### config.mk
export PLATFORM = sky130hd
export DESIGN_NAME = sync_crc32_packet_deframer_flat
export DESIGN_NICKNAME = d
export VERILOG_FILES = /design/src/crcdf_pkg.sv /design/src/crcdf_byte_if.sv /design/src/crcdf_result_if.sv /design/src/crcdf_front.sv /design/src/crcdf_queue.sv /design/src/crcdf_back.sv /design/src/sync_crc32_packet_deframer.sv /design/src/flat_wrapper.sv
export SDC_FILE = /design/constraint.sdc
export NUM_CORES = 1
export LEC_CHECK = 0
export ABC_CLOCK_PERIOD_IN_PS = 16800
export CORE_UTILIZATION = 60
export DETAILED_ROUTE_END_ITERATION = 10
export DONT_BUFFER_PORTS = 1
export PLACE_DENSITY = 0.75
export SETUP_SLACK_MARGIN = 0.3
export SLEW_MARGIN = 40
export SYNTH_ARGS = -nofsm -noshare
export SYNTH_HDL_FRONTEND = slang
export SYNTH_HIERARCHICAL = 1
export SYNTH_SLANG_ARGS = --single-unit
### constraint.sdc
create_clock -name clk -period 16.8 [get_ports clk]
set_input_delay 0.84 -clock clk [delete_from_list [all_inputs] [get_ports clk]]
set_output_delay 0.84 -clock clk [all_outputs]
set_load 0.02 [all_outputs]
### src/crcdf_pkg.sv
// ----------------------------------------------------------------------------
// crcdf_pkg
// Shared types, constants and the crc32 byte step for the packet deframer.
// ----------------------------------------------------------------------------
package crcdf_pkg;

  // default number of steppers carried by a target packet
  localparam int STEPPERS_DEFAULT = 4;

  // crc32 (ieee, reflected)
  localparam logic [31:0] CRC_POLY = 32'hEDB8_8320;
  localparam logic [31:0] CRC_INIT = 32'hFFFF_FFFF;

  // sync pair
  localparam logic [7:0] SYNC_FIRST  = 8'hAA;
  localparam logic [7:0] SYNC_SECOND = 8'h55;

  // message types
  localparam logic [7:0] TYPE_TARGET    = 8'h01;
  localparam logic [7:0] TYPE_HEARTBEAT = 8'h02;

  // reset value of the payload limit
  localparam logic [15:0] MAX_PAYLOAD_RESET = 16'd256;

  // header layout: type, 4 bytes seq, 8 bytes stamp, 2 bytes length
  localparam logic [15:0] HDR_POS_TYPE   = 16'd0;
  localparam logic [15:0] HDR_POS_SEQ_HI = 16'd4;
  localparam logic [15:0] HDR_POS_TS_HI  = 16'd12;
  localparam logic [15:0] HDR_POS_LEN_LO = 16'd13;
  localparam logic [15:0] HDR_POS_LEN_HI = 16'd14;

  // depth of the queue between front and back
  localparam int QUEUE_DEPTH = 2;

  typedef enum logic [2:0] {
    PH_HUNT0,
    PH_HUNT1,
    PH_HEADER,
    PH_PAYLOAD,
    PH_CRC
  } phase_t;

  typedef enum logic [2:0] {
    KIND_TARGET    = 3'd0,
    KIND_HEARTBEAT = 3'd1,
    KIND_CRC_ERR   = 3'd2,
    KIND_LEN_ERR   = 3'd3,
    KIND_UNKNOWN   = 3'd4,
    KIND_OVERSIZE  = 3'd5
  } kind_t;

  // one finished packet, as handed from front to back
  typedef struct packed {
    kind_t       kind;
    logic [31:0] seq;
    logic [63:0] stamp;
    logic [7:0]  ptype;
  } cmd_t;

  // one byte through the reflected crc32
  function automatic logic [31:0] crc_byte(input logic [31:0] c, input logic [7:0] b);
    logic [31:0] r;
    r = c ^ {24'h000000, b};
    for (int k = 0; k < 8; k++) begin
      r = r[0] ? (CRC_POLY ^ (r >> 1)) : (r >> 1);
    end
    return r;
  endfunction

endpackage

### src/crcdf_byte_if.sv
// ----------------------------------------------------------------------------
// crcdf_byte_if
// Received byte channel: valid, ready and one serial byte.
// ----------------------------------------------------------------------------
interface crcdf_byte_if;
  logic       valid;
  logic       ready;
  logic [7:0] rx_byte;

  modport source (output valid, output rx_byte, input ready);
  modport sink (input valid, input rx_byte, output ready);
endinterface

### src/crcdf_result_if.sv
// ----------------------------------------------------------------------------
// crcdf_result_if
// Result channel: valid, ready and one target or status word.
// ----------------------------------------------------------------------------
interface crcdf_result_if;
  logic        valid;
  logic        ready;
  logic [2:0]  kind;
  logic [3:0]  index;
  logic [31:0] target_bits;
  logic [31:0] seq;
  logic [63:0] stamp;
  logic [7:0]  packet_type;
  logic        last;

  modport source (output valid, output kind, output index, output target_bits, output seq,
                  output stamp, output packet_type, output last, input ready);
  modport sink (input valid, input kind, input index, input target_bits, input seq,
                input stamp, input packet_type, input last, output ready);
endinterface

### src/crcdf_front.sv
// ----------------------------------------------------------------------------
// crcdf_front
// Sync hunt, header capture, crc32 and payload store; one byte a cycle while
// the queue has room. Pushes one command per packet end into the queue.
// ----------------------------------------------------------------------------
module crcdf_front #(
  parameter int STEPPERS = crcdf_pkg::STEPPERS_DEFAULT
) (
  input  logic                      clk,
  input  logic                      rst,
  input  logic                      cfg_wr_en,
  input  logic [15:0]               cfg_wr_data,
  crcdf_byte_if.sink                rx,
  input  logic                      q_full,
  output logic                      push,
  output crcdf_pkg::cmd_t           push_cmd,
  output logic [STEPPERS*32-1:0]    push_words
);
  import crcdf_pkg::*;

  localparam int KEEP_LEN = STEPPERS * 4;
  localparam int KW       = $clog2(KEEP_LEN);

  phase_t      phase;
  phase_t      phase_next;
  logic [15:0] max_payload;
  logic [15:0] byte_count;
  logic [31:0] crc_acc;
  logic [7:0]  type_reg;
  logic [31:0] seq_reg;
  logic [63:0] stamp_reg;
  logic [15:0] length_reg;
  logic [31:0] rx_crc_reg;
  logic [7:0]  store [KEEP_LEN];

  logic        take;
  logic [7:0]  b;
  logic [31:0] crc_step;
  logic        hdr_end;
  logic        pay_end;
  logic        crc_end;
  logic [15:0] len_full;
  logic        crc_bad;
  logic        push_req;
  kind_t       push_kind;

  assign rx.ready = !q_full;
  assign take     = rx.valid && rx.ready;
  assign b        = rx.rx_byte;
  assign crc_step = crc_byte(crc_acc, b);
  assign hdr_end  = (byte_count == HDR_POS_LEN_HI);
  assign pay_end  = ((byte_count + 16'd1) == length_reg);
  assign crc_end  = (byte_count[1:0] == 2'd3);
  assign len_full = {b, length_reg[7:0]};
  assign crc_bad  = ((crc_acc ^ CRC_INIT) != {b, rx_crc_reg[31:8]});

  // payload limit register
  always_ff @(posedge clk) begin
    if (rst) begin
      max_payload <= MAX_PAYLOAD_RESET;
    end else if (cfg_wr_en) begin
      max_payload <= cfg_wr_data;
    end
  end

  // phase register
  always_ff @(posedge clk) begin
    if (rst) begin
      phase <= PH_HUNT0;
    end else if (take) begin
      phase <= phase_next;
    end
  end

  // next phase and packet end classification
  always_comb begin
    phase_next = phase;
    push_req   = 1'b0;
    push_kind  = KIND_UNKNOWN;
    case (phase)
      PH_HUNT0: begin
        if (b == SYNC_FIRST) phase_next = PH_HUNT1;
      end
      PH_HUNT1: begin
        if (b == SYNC_SECOND) begin
          phase_next = PH_HEADER;
        end else if (b != SYNC_FIRST) begin
          phase_next = PH_HUNT0;
        end
      end
      PH_HEADER: begin
        if (hdr_end) begin
          if (len_full > max_payload) begin
            phase_next = PH_HUNT0;
            push_req   = 1'b1;
            push_kind  = KIND_OVERSIZE;
          end else if (len_full == 16'd0) begin
            phase_next = PH_CRC;
          end else begin
            phase_next = PH_PAYLOAD;
          end
        end
      end
      PH_PAYLOAD: begin
        if (pay_end) phase_next = PH_CRC;
      end
      PH_CRC: begin
        if (crc_end) begin
          phase_next = PH_HUNT0;
          push_req   = 1'b1;
          if (crc_bad) begin
            push_kind = KIND_CRC_ERR;
          end else if (type_reg == TYPE_TARGET) begin
            push_kind = (length_reg == 16'(KEEP_LEN)) ? KIND_TARGET : KIND_LEN_ERR;
          end else if (type_reg == TYPE_HEARTBEAT) begin
            push_kind = KIND_HEARTBEAT;
          end else begin
            push_kind = KIND_UNKNOWN;
          end
        end
      end
      default: begin
        phase_next = PH_HUNT0;
      end
    endcase
  end

  // header fields, counters and crc
  always_ff @(posedge clk) begin
    if (rst) begin
      byte_count <= 16'd0;
      crc_acc    <= CRC_INIT;
      type_reg   <= 8'd0;
      seq_reg    <= 32'd0;
      stamp_reg  <= 64'd0;
      length_reg <= 16'd0;
      rx_crc_reg <= 32'd0;
    end else if (take) begin
      case (phase)
        PH_HUNT1: begin
          if (b == SYNC_SECOND) begin
            byte_count <= 16'd0;
            crc_acc    <= CRC_INIT;
          end
        end
        PH_HEADER: begin
          crc_acc <= crc_step;
          if (byte_count == HDR_POS_TYPE) begin
            type_reg   <= b;
            seq_reg    <= 32'd0;
            stamp_reg  <= 64'd0;
            length_reg <= 16'd0;
          end else if (byte_count <= HDR_POS_SEQ_HI) begin
            seq_reg <= {b, seq_reg[31:8]};
          end else if (byte_count <= HDR_POS_TS_HI) begin
            stamp_reg <= {b, stamp_reg[63:8]};
          end else if (byte_count == HDR_POS_LEN_LO) begin
            length_reg <= {8'd0, b};
          end else begin
            length_reg <= len_full;
          end
          if (hdr_end) begin
            byte_count <= 16'd0;
            rx_crc_reg <= 32'd0;
          end else begin
            byte_count <= byte_count + 16'd1;
          end
        end
        PH_PAYLOAD: begin
          crc_acc <= crc_step;
          if (pay_end) begin
            byte_count <= 16'd0;
            rx_crc_reg <= 32'd0;
          end else begin
            byte_count <= byte_count + 16'd1;
          end
        end
        PH_CRC: begin
          rx_crc_reg <= {b, rx_crc_reg[31:8]};
          byte_count <= crc_end ? 16'd0 : byte_count + 16'd1;
        end
        default: begin
        end
      endcase
    end
  end

  // first payload bytes kept for the target words
  always_ff @(posedge clk) begin
    if (take && phase == PH_PAYLOAD && byte_count < 16'(KEEP_LEN)) begin
      store[byte_count[KW-1:0]] <= b;
    end
  end

  // command towards the back
  assign push           = take && push_req;
  assign push_cmd.kind  = push_kind;
  assign push_cmd.seq   = seq_reg;
  assign push_cmd.stamp = stamp_reg;
  assign push_cmd.ptype = type_reg;

  for (genvar i = 0; i < STEPPERS; i++) begin : g_words
    assign push_words[i*32 +: 32] = {store[4*i+3], store[4*i+2], store[4*i+1], store[4*i]};
  end

endmodule

### src/crcdf_queue.sv
// ----------------------------------------------------------------------------
// crcdf_queue
// Short first-in first-out queue of packet commands between front and back.
// ----------------------------------------------------------------------------
module crcdf_queue #(
  parameter int WIDTH = 8,
  parameter int DEPTH = crcdf_pkg::QUEUE_DEPTH
) (
  input  logic             clk,
  input  logic             rst,
  input  logic             push,
  input  logic [WIDTH-1:0] push_data,
  output logic             full,
  input  logic             pop,
  output logic [WIDTH-1:0] pop_data,
  output logic             empty
);
  import crcdf_pkg::*;

  localparam int PW = (DEPTH > 1) ? $clog2(DEPTH) : 1;
  localparam int CW = $clog2(DEPTH + 1);

  logic [WIDTH-1:0] mem [DEPTH];
  logic [PW-1:0]    wr_ptr;
  logic [PW-1:0]    rd_ptr;
  logic [CW-1:0]    count;
  logic             do_push;
  logic             do_pop;

  assign full     = (count == CW'(DEPTH));
  assign empty    = (count == '0);
  assign do_push  = push && !full;
  assign do_pop   = pop && !empty;
  assign pop_data = mem[rd_ptr];

  // storage
  always_ff @(posedge clk) begin
    if (do_push) mem[wr_ptr] <= push_data;
  end

  // pointers and fill count
  always_ff @(posedge clk) begin
    if (rst) begin
      wr_ptr <= '0;
      rd_ptr <= '0;
      count  <= '0;
    end else begin
      if (do_push) wr_ptr <= (wr_ptr == PW'(DEPTH - 1)) ? '0 : wr_ptr + PW'(1);
      if (do_pop)  rd_ptr <= (rd_ptr == PW'(DEPTH - 1)) ? '0 : rd_ptr + PW'(1);
      if (do_push && !do_pop) begin
        count <= count + CW'(1);
      end else if (do_pop && !do_push) begin
        count <= count - CW'(1);
      end
    end
  end

endmodule

### src/crcdf_back.sv
// ----------------------------------------------------------------------------
// crcdf_back
// Turns one packet command into its result words: one per stepper for a
// target packet, a single status word otherwise. Registered output.
// ----------------------------------------------------------------------------
module crcdf_back #(
  parameter int STEPPERS = crcdf_pkg::STEPPERS_DEFAULT
) (
  input  logic                                 clk,
  input  logic                                 rst,
  input  logic                                 q_empty,
  input  logic [$bits(crcdf_pkg::cmd_t)+STEPPERS*32-1:0] q_data,
  output logic                                 q_pop,
  crcdf_result_if.source                       res
);
  import crcdf_pkg::*;

  localparam int SW = (STEPPERS > 1) ? $clog2(STEPPERS) : 1;

  logic          active;
  cmd_t          cur_cmd;
  logic [31:0]   cur_words [STEPPERS];
  logic [SW-1:0] step;

  logic          out_valid;
  logic [2:0]    out_kind;
  logic [3:0]    out_index;
  logic [31:0]   out_bits;
  logic [31:0]   out_seq;
  logic [63:0]   out_stamp;
  logic [7:0]    out_type;
  logic          out_last;

  logic          load_out;
  logic          emit;
  logic          is_target;
  logic          final_step;
  cmd_t          q_cmd;

  assign q_cmd      = q_data[$bits(cmd_t)+STEPPERS*32-1 -: $bits(cmd_t)];
  assign load_out   = !out_valid || res.ready;
  assign emit       = active && load_out;
  assign is_target  = (cur_cmd.kind == KIND_TARGET);
  assign final_step = !is_target || (step == SW'(STEPPERS - 1));
  assign q_pop      = !active && !q_empty;

  // current command
  always_ff @(posedge clk) begin
    if (rst) begin
      active <= 1'b0;
      step   <= '0;
    end else if (q_pop) begin
      active <= 1'b1;
      step   <= '0;
    end else if (emit) begin
      if (final_step) begin
        active <= 1'b0;
      end else begin
        step <= step + SW'(1);
      end
    end
  end

  always_ff @(posedge clk) begin
    if (q_pop) begin
      cur_cmd <= q_cmd;
      for (int i = 0; i < STEPPERS; i++) begin
        cur_words[i] <= q_data[i*32 +: 32];
      end
    end
  end

  // output register
  always_ff @(posedge clk) begin
    if (rst) begin
      out_valid <= 1'b0;
    end else if (load_out) begin
      out_valid <= emit;
    end
  end

  always_ff @(posedge clk) begin
    if (emit) begin
      out_kind  <= cur_cmd.kind;
      out_index <= is_target ? 4'(step) : 4'd0;
      out_bits  <= is_target ? cur_words[step] : 32'd0;
      out_seq   <= cur_cmd.seq;
      out_stamp <= cur_cmd.stamp;
      out_type  <= cur_cmd.ptype;
      out_last  <= final_step;
    end
  end

  assign res.valid       = out_valid;
  assign res.kind        = out_kind;
  assign res.index       = out_index;
  assign res.target_bits = out_bits;
  assign res.seq         = out_seq;
  assign res.stamp       = out_stamp;
  assign res.packet_type = out_type;
  assign res.last        = out_last;

endmodule

### src/sync_crc32_packet_deframer.sv
// ----------------------------------------------------------------------------
// sync_crc32_packet_deframer
// Sync word packet deframer with crc32 check and stepper target unpacking.
// ----------------------------------------------------------------------------
//  channel  direction  words per packet            contents
//  rx       in         2 sync + 15 header + n + 4  one received byte
//  res      out        STEPPERS or 1               target or status result
//  cfg      in         -                           max_payload, 16 bits
//
// the front takes one byte per cycle; crc and field capture are one byte step
// the first result word passes the command queue, current command register
// and output register; it waits while the back is busy with an earlier packet
// a target packet gives STEPPERS words on consecutive cycles while res is ready
// rx stalls only while the two-entry command queue is full
// rst is synchronous; the block is ready for bytes in the cycle after it
// ----------------------------------------------------------------------------
module sync_crc32_packet_deframer #(
  parameter int STEPPERS = crcdf_pkg::STEPPERS_DEFAULT
) (
  input  logic           clk,
  input  logic           rst,
  input  logic           cfg_wr_en,
  input  logic [15:0]    cfg_wr_data,
  crcdf_byte_if.sink     rx,
  crcdf_result_if.source res
);
  import crcdf_pkg::*;

  localparam int QW = $bits(cmd_t) + STEPPERS * 32;

  logic                   push;
  cmd_t                   push_cmd;
  logic [STEPPERS*32-1:0] push_words;
  logic                   q_full;
  logic                   q_empty;
  logic                   q_pop;
  logic [QW-1:0]          q_data;

  // parse and check
  crcdf_front #(.STEPPERS(STEPPERS)) u_front (
    .clk         (clk),
    .rst         (rst),
    .cfg_wr_en   (cfg_wr_en),
    .cfg_wr_data (cfg_wr_data),
    .rx          (rx),
    .q_full      (q_full),
    .push        (push),
    .push_cmd    (push_cmd),
    .push_words  (push_words)
  );

  // packet commands
  crcdf_queue #(.WIDTH(QW), .DEPTH(QUEUE_DEPTH)) u_queue (
    .clk       (clk),
    .rst       (rst),
    .push      (push),
    .push_data ({push_cmd, push_words}),
    .full      (q_full),
    .pop       (q_pop),
    .pop_data  (q_data),
    .empty     (q_empty)
  );

  // result words
  crcdf_back #(.STEPPERS(STEPPERS)) u_back (
    .clk     (clk),
    .rst     (rst),
    .q_empty (q_empty),
    .q_data  (q_data),
    .q_pop   (q_pop),
    .res     (res)
  );

endmodule

### src/flat_wrapper.sv
// flat-port wrapper written by rule: the top's interface ports become plain ports
module sync_crc32_packet_deframer_flat import crcdf_pkg::*;
#(
  parameter int STEPPERS = crcdf_pkg::STEPPERS_DEFAULT
)
  (clk, rst, cfg_wr_en, cfg_wr_data, rx_valid, rx_rx_byte, rx_ready, res_valid, res_kind, res_index, res_target_bits, res_seq, res_stamp, res_packet_type, res_last, res_ready);
  crcdf_byte_if rx_i ();
  crcdf_result_if res_i ();
  input  logic clk;
  input  logic rst;
  input  logic cfg_wr_en;
  input  logic [15:0] cfg_wr_data;
  input wire logic [$bits(rx_i.valid)-1:0] rx_valid;
  input wire logic [$bits(rx_i.rx_byte)-1:0] rx_rx_byte;
  output wire logic [$bits(rx_i.ready)-1:0] rx_ready;
  output wire logic [$bits(res_i.valid)-1:0] res_valid;
  output wire logic [$bits(res_i.kind)-1:0] res_kind;
  output wire logic [$bits(res_i.index)-1:0] res_index;
  output wire logic [$bits(res_i.target_bits)-1:0] res_target_bits;
  output wire logic [$bits(res_i.seq)-1:0] res_seq;
  output wire logic [$bits(res_i.stamp)-1:0] res_stamp;
  output wire logic [$bits(res_i.packet_type)-1:0] res_packet_type;
  output wire logic [$bits(res_i.last)-1:0] res_last;
  input wire logic [$bits(res_i.ready)-1:0] res_ready;
  assign rx_i.valid = rx_valid;
  assign rx_i.rx_byte = rx_rx_byte;
  assign rx_ready = rx_i.ready;
  assign res_valid = res_i.valid;
  assign res_kind = res_i.kind;
  assign res_index = res_i.index;
  assign res_target_bits = res_i.target_bits;
  assign res_seq = res_i.seq;
  assign res_stamp = res_i.stamp;
  assign res_packet_type = res_i.packet_type;
  assign res_last = res_i.last;
  assign res_i.ready = res_ready;
  sync_crc32_packet_deframer #(.STEPPERS(STEPPERS)) u_core (.clk(clk), .rst(rst), .cfg_wr_en(cfg_wr_en), .cfg_wr_data(cfg_wr_data), .rx(rx_i), .res(res_i));
endmodule
==> flow_metrics.tcl, run 1 <==
set metrics [dict create \
    outcome "completed" \
    num_cts_buffers 111 \
    hp-class "in -> reg" \
    worst_slew_margin_rel_pct 39.1 \
    largest_register_ff_count 470 \
    die-height_um 274 \
    post_cts_resized 0 \
    route.vias.total 21600 \
    final_net_count 2640 \
    synth_cell_type_count 73 \
    synth.cell_area_mm2 0.0443 \
    post_synthesis_area_per_instance_um2 17.2 \
    antenna_found_initial 4 \
    cp_data_arrival_time_ns 4.72 \
    power.ir.vdd_worst_v 0.0000948 \
    drt_drc_violations_left 0 \
    fin_ws_ns 12.37 \
    synth_edf_count 975 \
    tns_ns 0 \
    max_flop_register "u_core/u_queue/mem" \
    critPathRequiredTime_ns 17.09 \
    crit_fanout 74 \
    detailedRoute.firstIterationViolations 1646 \
    total_leakage_power_nw 16.1 \
    yosys_most_used_dff "sky130_fd_sc_hd__edfxtp_1" \
    grt_first_pass_wirelength_mm 130 \
    layout.core_utilization_pct 67.1 \
    worst_path_largest_cell_delay_ns 0.67 \
    rsz0062_at_grt "false" \
    finalClockSkew_ns 0.0205 \
    post_cts_setup_driven_buffer_insertion_count 0 \
    fp.dieW_um 274 \
    final_area_mm2 0.0489 \
    worst_setup_path_end_kind "register" \
    ctsLongestPathBuffers 3 \
    power-per-cell-area_mw_per_mm2 118 \
    floorplan.die_area_mm2 0.0750 \
    dp.final_hpwl_mm 50.3 \
    synthTopCellsByArea "sky130_fd_sc_hd__edfxtp_1, sky130_fd_sc_hd__dfxtp_1, sky130_fd_sc_hd__mux2_4" \
    ys_ff_latch 1195 \
    track_usage_pct 22.9 \
    period_needed_ns 4.43 \
    worst_path_most_repeated_cell "sky130_fd_sc_hd__inv_1" \
    route.detailed.wl_per_inst_um 23.4 \
    totalWireLength_mm 85.6 \
    fin_worst_hold_slack_ns 0.263 \
    syn-instance-count 2579 \
    filler_cell_count 4608 \
    htree_num_levels 3 \
    post_route_cells_drive_above_1_share_pct 18.8 \
    peak_freq_mhz 226 \
    synth_largest_area_cell "sky130_fd_sc_hd__edfxtp_1" \
    seq_area_frac_synth_pct 76.0 \
    path_clk_slew_ns 0.06 \
    pre_cts_slack_ns 12.00 \
    firstDrtPassIters 5 \
    place_area_mm2 0.0452 \
    area_of_combinational_cells_with_multiple_inputs_mm2 0.00986 \
    drv_cap 0 \
    finalHoldViolCount 0 \
    clock_sinks 1195 \
    setup_viol 0 \
    route.detailed.vias_per_inst 5.92 \
    top_level_ports 175 \
    fp.coreArea_mm2 0.0730 \
    clk_latency_ns 0.67 \
    synth.top_cell.area_share_pct 66.1 \
    critPathSlowestCell "sky130_fd_sc_hd__buf_4" \
    floorplan.initialDensity_pct 60.7 \
    grt_pass1_vias 21700 \
    worstPathCellList "inv_1 > ha_1 > nor2b_1 > o21a_1 > o211ai_1 > a211oi_1 > o21ai_0 > nand4b_1 > a21oi_1 > inv_1 > nor2_1 > and2_4 > buf_4 > buf_6" \
    placementRows 99 \
    start_kind "register" \
    final-seq-area_mm2 0.0337 \
    grt_start_max_net_pins 155 \
    postRouteAntennaNets 0 \
    cts_root_buffer "sky130_fd_sc_hd__clkbuf_16" \
    report.final.slew_viol_count 0 \
    flow.area_growth_from_synthesis_pct 10.4 \
    async_flop_share_pct 0 \
    gp_routability_congestion 0.837 \
    postCtsHoldBufs 0 \
    criticalPathCategory "reg -> reg" \
    post-route-period-util_pct 26.4 \
    max_slew.worst_pin.slew_ns 0.913 \
    yosys_warnings 6 \
    global_route.overflow_total 0 \
    cts_tree "done" \
    number_of_buffers_added_on_ports 0 \
]
## critical path, delay by kind of cell (launching register included)
family | cells | cell delay, ns
simple gates | 4 | 1.04
flops | 1 | 0.34
fa+ha+maj | 1 | 0.29
compound gates | 5 | 0.81
buf+inv | 4 | 1.45
## kinds of logic after synthesis
| group | after synthesis | share of synthesized area, % |
|---|---|---|
| buf+inv | 169 | 1.95 |
| compound gates | 248 | 3.47 |
| simple gates | 519 | 5.82 |
| flops | 1195 | 76.0 |
| fa+ha+maj | 23 | 0.649 |
| other cells | 1 | 0.00846 |
| xor+xnor | 130 | 2.62 |
| mux | 294 | 9.48 |
## stage by stage
| stage | instances | power, mW |
|---|---|---|
| floorplan | 2580 | 3.30 |
| global placement | 3430 | 3.31 |
| detailed placement | 3433 | 3.31 |
| CTS | 3644 | 5.80 |
| global route | 3645 | 5.92 |
| finish | 3651 | 5.75 |
## layout by cell type, fill, tap and decap left out, types with 70 or more instances in the layout
cell,instances
sky130_fd_sc_hd__clkbuf_16,113
sky130_fd_sc_hd__nand3_1,133
sky130_fd_sc_hd__dfxtp_1,217
sky130_fd_sc_hd__nor2_1,77
sky130_fd_sc_hd__mux2_4,150
sky130_fd_sc_hd__mux2_2,85
sky130_fd_sc_hd__a21oi_1,115
sky130_fd_sc_hd__nand2_1,156
sky130_fd_sc_hd__edfxtp_1,975
sky130_fd_sc_hd__xor2_1,70
## synthesized netlist by cell type (6+ instances only)
| master | n |
|---|---|
| sky130_fd_sc_hd__nor4_1 | 13 |
| sky130_fd_sc_hd__a21o_1 | 7 |
| sky130_fd_sc_hd__buf_6 | 23 |
| sky130_fd_sc_hd__inv_1 | 33 |
| sky130_fd_sc_hd__nor2b_1 | 34 |
| sky130_fd_sc_hd__nand2b_1 | 7 |
| sky130_fd_sc_hd__nand2_1 | 157 |
| sky130_fd_sc_hd__mux2_2 | 85 |
| sky130_fd_sc_hd__and2_1 | 12 |
| sky130_fd_sc_hd__buf_2 | 26 |
| sky130_fd_sc_hd__a31oi_1 | 8 |
| sky130_fd_sc_hd__and3_1 | 9 |
| sky130_fd_sc_hd__o21ai_0 | 27 |
| sky130_fd_sc_hd__clkbuf_1 | 79 |
| sky130_fd_sc_hd__a21oi_1 | 115 |
| sky130_fd_sc_hd__xnor2_1 | 58 |
| sky130_fd_sc_hd__or3_1 | 6 |
| sky130_fd_sc_hd__mux2_4 | 150 |
| sky130_fd_sc_hd__or4_1 | 6 |
| sky130_fd_sc_hd__nor2_1 | 82 |
| sky130_fd_sc_hd__ha_1 | 23 |
| sky130_fd_sc_hd__edfxtp_1 | 975 |
| sky130_fd_sc_hd__mux4_2 | 32 |
| sky130_fd_sc_hd__o22ai_1 | 20 |
| sky130_fd_sc_hd__dfxtp_1 | 220 |
| sky130_fd_sc_hd__nand3_1 | 133 |
| sky130_fd_sc_hd__xor2_1 | 70 |
| sky130_fd_sc_hd__a22oi_1 | 16 |
| sky130_fd_sc_hd__mux2i_1 | 27 |
| sky130_fd_sc_hd__a22o_1 | 24 |
| sky130_fd_sc_hd__nand4_1 | 24 |
| sky130_fd_sc_hd__buf_4 | 6 |
| sky130_fd_sc_hd__nor3_1 | 11 |
## power breakdown
part	leakage, nW	switching [mW]	internal, mW
logic	3.42	0.0514	0.0297
clock network	1.80	1.06	1.45
registers	10.8	0.00332	3.16
## path summary, 6_finish.rpt
check                                     end  cells after the start  slack, ns                          start
setup / recovery   u_core/u_queue/mem[1][204]                     14      12.37  u_core/u_front/max_payload[1]
setup reg to reg   u_core/u_queue/mem[1][204]                     14      12.37  u_core/u_front/max_payload[1]
hold / removal        u_core/u_back/res.valid                      1       0.26                            rst
hold reg to reg   u_core/u_back/res.stamp[46]                      0       0.41      u_core/u_back/cur_cmd[54]
## layout make-up
type                    instances  share of cell area (%)
flip-flops and latches       1195                    68.9
multi-input cells            1216                    20.1
clock buffers                 144                    6.19
well taps                     959                    2.45
clock inverters                67                    1.36
repair buffers                 30                   0.665
inverters                      34                   0.289
diodes                          6                  0.0307
## metal layers
metal | global-route usage [%] | part of all wire [%] | vias up
met5 | 0 | 0.0094 | -
met4 | 7.38 | 2.3 | 2
li1 | - | - | 9756
met3 | 3.81 | 5.5 | 140
met2 | 37.7 | 50 | 670
met1 | 31.4 | 42 | 11000
Note: power is estimated with default switching activity, not from simulation.
==> inputs of run 2 (changes only) <==
--- a/config.mk
+++ b/config.mk
@@ -5,11 +5,12 @@
 export SDC_FILE = /design/constraint.sdc
 export NUM_CORES = 1
 export LEC_CHECK = 0
-export ABC_CLOCK_PERIOD_IN_PS = 16800
-export CORE_UTILIZATION = 60
+export ABC_AREA = 1
+export ABC_CLOCK_PERIOD_IN_PS = 3850
+export CORE_UTILIZATION = 57
 export DETAILED_ROUTE_END_ITERATION = 10
 export DONT_BUFFER_PORTS = 1
-export PLACE_DENSITY = 0.75
+export PLACE_DENSITY = 0.74
 export SETUP_SLACK_MARGIN = 0.3
 export SLEW_MARGIN = 40
 export SYNTH_ARGS = -nofsm -noshare
==> constraint.sdc (replaced) <==
create_clock -name clk -period 3.85 [get_ports clk]
set_input_delay 0.1925 -clock clk [delete_from_list [all_inputs] [get_ports clk]]
set_output_delay 0.1925 -clock clk [all_outputs]
set_load 0.02 [all_outputs]
==> run 2 against run 1 <==
Wire length up 12%. Synthesized area increased by 1.4%. Sequential share of layout area is 2.2 points lower. Via count up 13%. Register-to-register slack got worse by 12 ns. First-iteration DRC count increased by 55%. Utilization shrank 2.0 points. Worst hold slack got worse by 0.23 ns. Global-route usage is 0.91 points higher. Clock skew rose by 0.011 ns. Count of clock-buffer cells in the layout rose by 10. Sequential power grew to 4.5 times the previous value. Largest cell class unchanged.
==> flow_metrics.tcl, run 2 <==
set metrics [dict create \
    path_clk_slew_ns 0.06 \
    place.detailed.instances 4023 \
    post_route_cells_drive_above_1_share_pct 17.1 \
    hold_path_end "u_core/u_front/rx_crc_reg[27]" \
    commonest_cells_after_routing_fill_and_taps_aside "sky130_fd_sc_hd__edfxtp_1, sky130_fd_sc_hd__nand2_1, sky130_fd_sc_hd__nor2_1, sky130_fd_sc_hd__a21oi_1, sky130_fd_sc_hd__dfxtp_1" \
    route.detailed.wl_per_inst_um 22.4 \
    tns_ns 0 \
    detailedRoute.firstIterationViolations 2553 \
    synthTopCellsByArea "sky130_fd_sc_hd__edfxtp_1, sky130_fd_sc_hd__dfxtp_1, sky130_fd_sc_hd__mux2_4" \
    die-height_um 283 \
    clk_latency_ns 0.68 \
    final_net_count 3185 \
    postRouteAntennaNets 0 \
    synth_commonest_cells "sky130_fd_sc_hd__edfxtp_1, sky130_fd_sc_hd__nand2_1, sky130_fd_sc_hd__nor2_1, sky130_fd_sc_hd__a21oi_1, sky130_fd_sc_hd__dfxtp_1" \
    async_flop_share_pct 0 \
    rsz0062_at_grt "false" \
    total_leakage_power_nw 17.3 \
    report.final.slew_viol_count 0 \
    fin_worst_hold_slack_ns 0.0342 \
    synth.most_common_cell "sky130_fd_sc_hd__edfxtp_1" \
    setup_viol 0 \
    worstReg2RegEnd "u_core/u_queue/mem[0][8]" \
    worst_slew_margin_rel_pct 36.5 \
    timing.rr.start "u_core/u_front/max_payload[15]" \
    hold_start "rst" \
    worst_path_largest_cell_delay_ns 0.31 \
    synth_largest_area_cell "sky130_fd_sc_hd__edfxtp_1" \
    synth_cell_type_count 58 \
    layout.core_utilization_pct 65.0 \
    largest_register_ff_count 470 \
    syn-instance-count 3042 \
    gp_routability_congestion 0.904 \
    floorplan.die_area_mm2 0.0800 \
    fp.coreArea_mm2 0.0777 \
    ctsLongestPathBuffers 3 \
    seq_area_frac_synth_pct 74.9 \
    grt_start_max_net_pins 170 \
    ff2ff_path_depth 14 \
    grt_met3_use_pct 3.58 \
    grt_pass1_vias 23900 \
    finalClockSkew_ns 0.0317 \
    top_level_ports 175 \
    pre_cts_slack_ns 0.654 \
    route.detailed.vias_per_inst 5.74 \
    start_kind "register" \
    antenna_found_initial 4 \
    post_cts_setup_driven_buffer_insertion_count 0 \
    gr-usage-met1_pct 32.7 \
    max_flop_register "u_core/u_queue/mem" \
    critPathSlowestCell "sky130_fd_sc_hd__dfxtp_1" \
    number_of_buffers_added_on_ports 0 \
    global_route.overflow_total 0 \
    regToRegSetupSlack_ns 0.62 \
    htree_num_levels 3 \
    critPathRequiredTime_ns 4.20 \
    floorplan.initialDensity_pct 57.8 \
    cts_root_buffer "sky130_fd_sc_hd__clkbuf_16" \
    route.vias.total 24500 \
    gr-usage-met2_pct 39.6 \
    period_needed_ns 3.23 \
    drt_drc_violations_left 0 \
    synth.cell_area_mm2 0.0449 \
    worstPathCellList "inv_1 > ha_1 > nand2_1 > inv_1 > nand3_1 > nor3_2 > nand2_1 > o2111ai_2 > nand3_1 > a21oi_2 > o21ai_4 > nor2_4 > buf_12 > buf_12" \
    power.ir.vdd_worst_v 0.000381 \
    post-route-period-util_pct 84.0 \
    place_area_mm2 0.0464 \
    synth_edf_count 975 \
    power-per-cell-area_mw_per_mm2 541 \
    worst_setup_path_end_kind "register" \
    finalHoldViolCount 0 \
    fin_total_pwr_mw 27.3 \
    crit_fanout 42 \
    max_slew.worst_pin.slew_ns 0.953 \
    drv_cap 0 \
    hp-class "in -> reg" \
    ys_ff_latch 1195 \
    dp.final_hpwl_mm 58.5 \
    synth.top_cell.area_share_pct 65.1 \
    final_area_mm2 0.0505 \
    fin_cells 4274 \
    clock_sinks 1195 \
    cts_tree "done" \
    globalRoute.busiestLayer "met2" \
    yosys_warnings 6 \
    criticalPathCategory "reg -> reg" \
    track_usage_pct 23.9 \
    fp.dieW_um 283 \
    worst_hold_path.num_cells 2 \
    peak_freq_mhz 309 \
    firstDrtPassIters 6 \
    grt_first_pass_wirelength_mm 143 \
    post_synthesis_area_per_instance_um2 14.8 \
    outcome "completed" \
    placementRows 102 \
    cp_data_arrival_time_ns 3.58 \
    yosys_most_used_dff "sky130_fd_sc_hd__edfxtp_1" \
    totalWireLength_mm 96.0 \
    flow.area_growth_from_synthesis_pct 12.4 \
    mostFrequentLayoutCell "sky130_fd_sc_hd__edfxtp_1" \
    fin_ws_ns 0.617 \
    num_cts_buffers 111 \
]
==> run 2: cell types whose count changed after synthesis, sizes merged, moves of 32 or more <==
cell / change
nor2: +179
nand2: +234
nor2b: -34
a21oi: +120
inv: +102
o21ai: +112
mux4: -32
==> run 2: where the power goes <==
group	total [mW]	internal, mW	switching (mW)	leakage, nW
Combinational	2.05	0.754	1.30	4.65
Sequential	14.3	14.0	0.273	10.8
Clock	11.0	6.32	4.65	1.80
==> run 2: area by class of cell <==
type                    instances  area (um2)
diodes                          3        7.51
clock buffers                 154        3090
clock inverters                57         613
fillers                      5220       27200
inverters                     136         517
multi-input cells            1586       10100
flip-flops and latches       1195       33700
well taps                    1040        1300
repair buffers                103        1200
==> run 2: layer usage <==
metal  vias up  part of all wire, %
met3       162                  6.8
li1      11100                    -
met2       967                   49
met4         2                  2.4
met5         -                0.014
met1     12300                   41
==> run 2: critical path: cells and delay by family (launching register included) <==
family / cells / cell delay, ns
AOI/OAI and AO/OA: 3 / 0.51
buffers and inverters: 4 / 0.70
DFF: 1 / 0.31
and+or+nand+nor: 6 / 1.07
adders and majority gates: 1 / 0.29
==> run 2: worst max-delay path by stage <==
stage / cells after the start / to / start
2_1_floorplan: 14 / u_core/u_queue/mem[0][0] / u_core/u_front/max_payload[1]
3_3_place_gp: 16 / u_core/u_queue/mem[0][104] / u_core/u_front/max_payload[1]
3_5_place_dp: 14 / u_core/u_queue/mem[0][106] / u_core/u_front/max_payload[15]
4_1_cts: 14 / u_core/u_queue/mem[0][10] / u_core/u_front/max_payload[15]
5_1_grt: 16 / u_core/u_queue/mem[0][79] / u_core/u_front/max_payload[1]
6_report: 14 / u_core/u_queue/mem[0][8] / u_core/u_front/max_payload[15]
==> run 2: cells by family after synthesis <==
kind of cell,synth area share (%)
flops,74.9
simple gates,7.88
compound gates,4.87
buf+inv,2.75
mux,7.14
xor+xnor,1.77
fa+ha+maj,0.640
other cells,0.00834
==> run 2: what timing repair did <==
action | in CTS | in global routing
resized for setup | 0 | 0
hold buffers | 37 | 0
hold endpoints to repair | 323 | 0
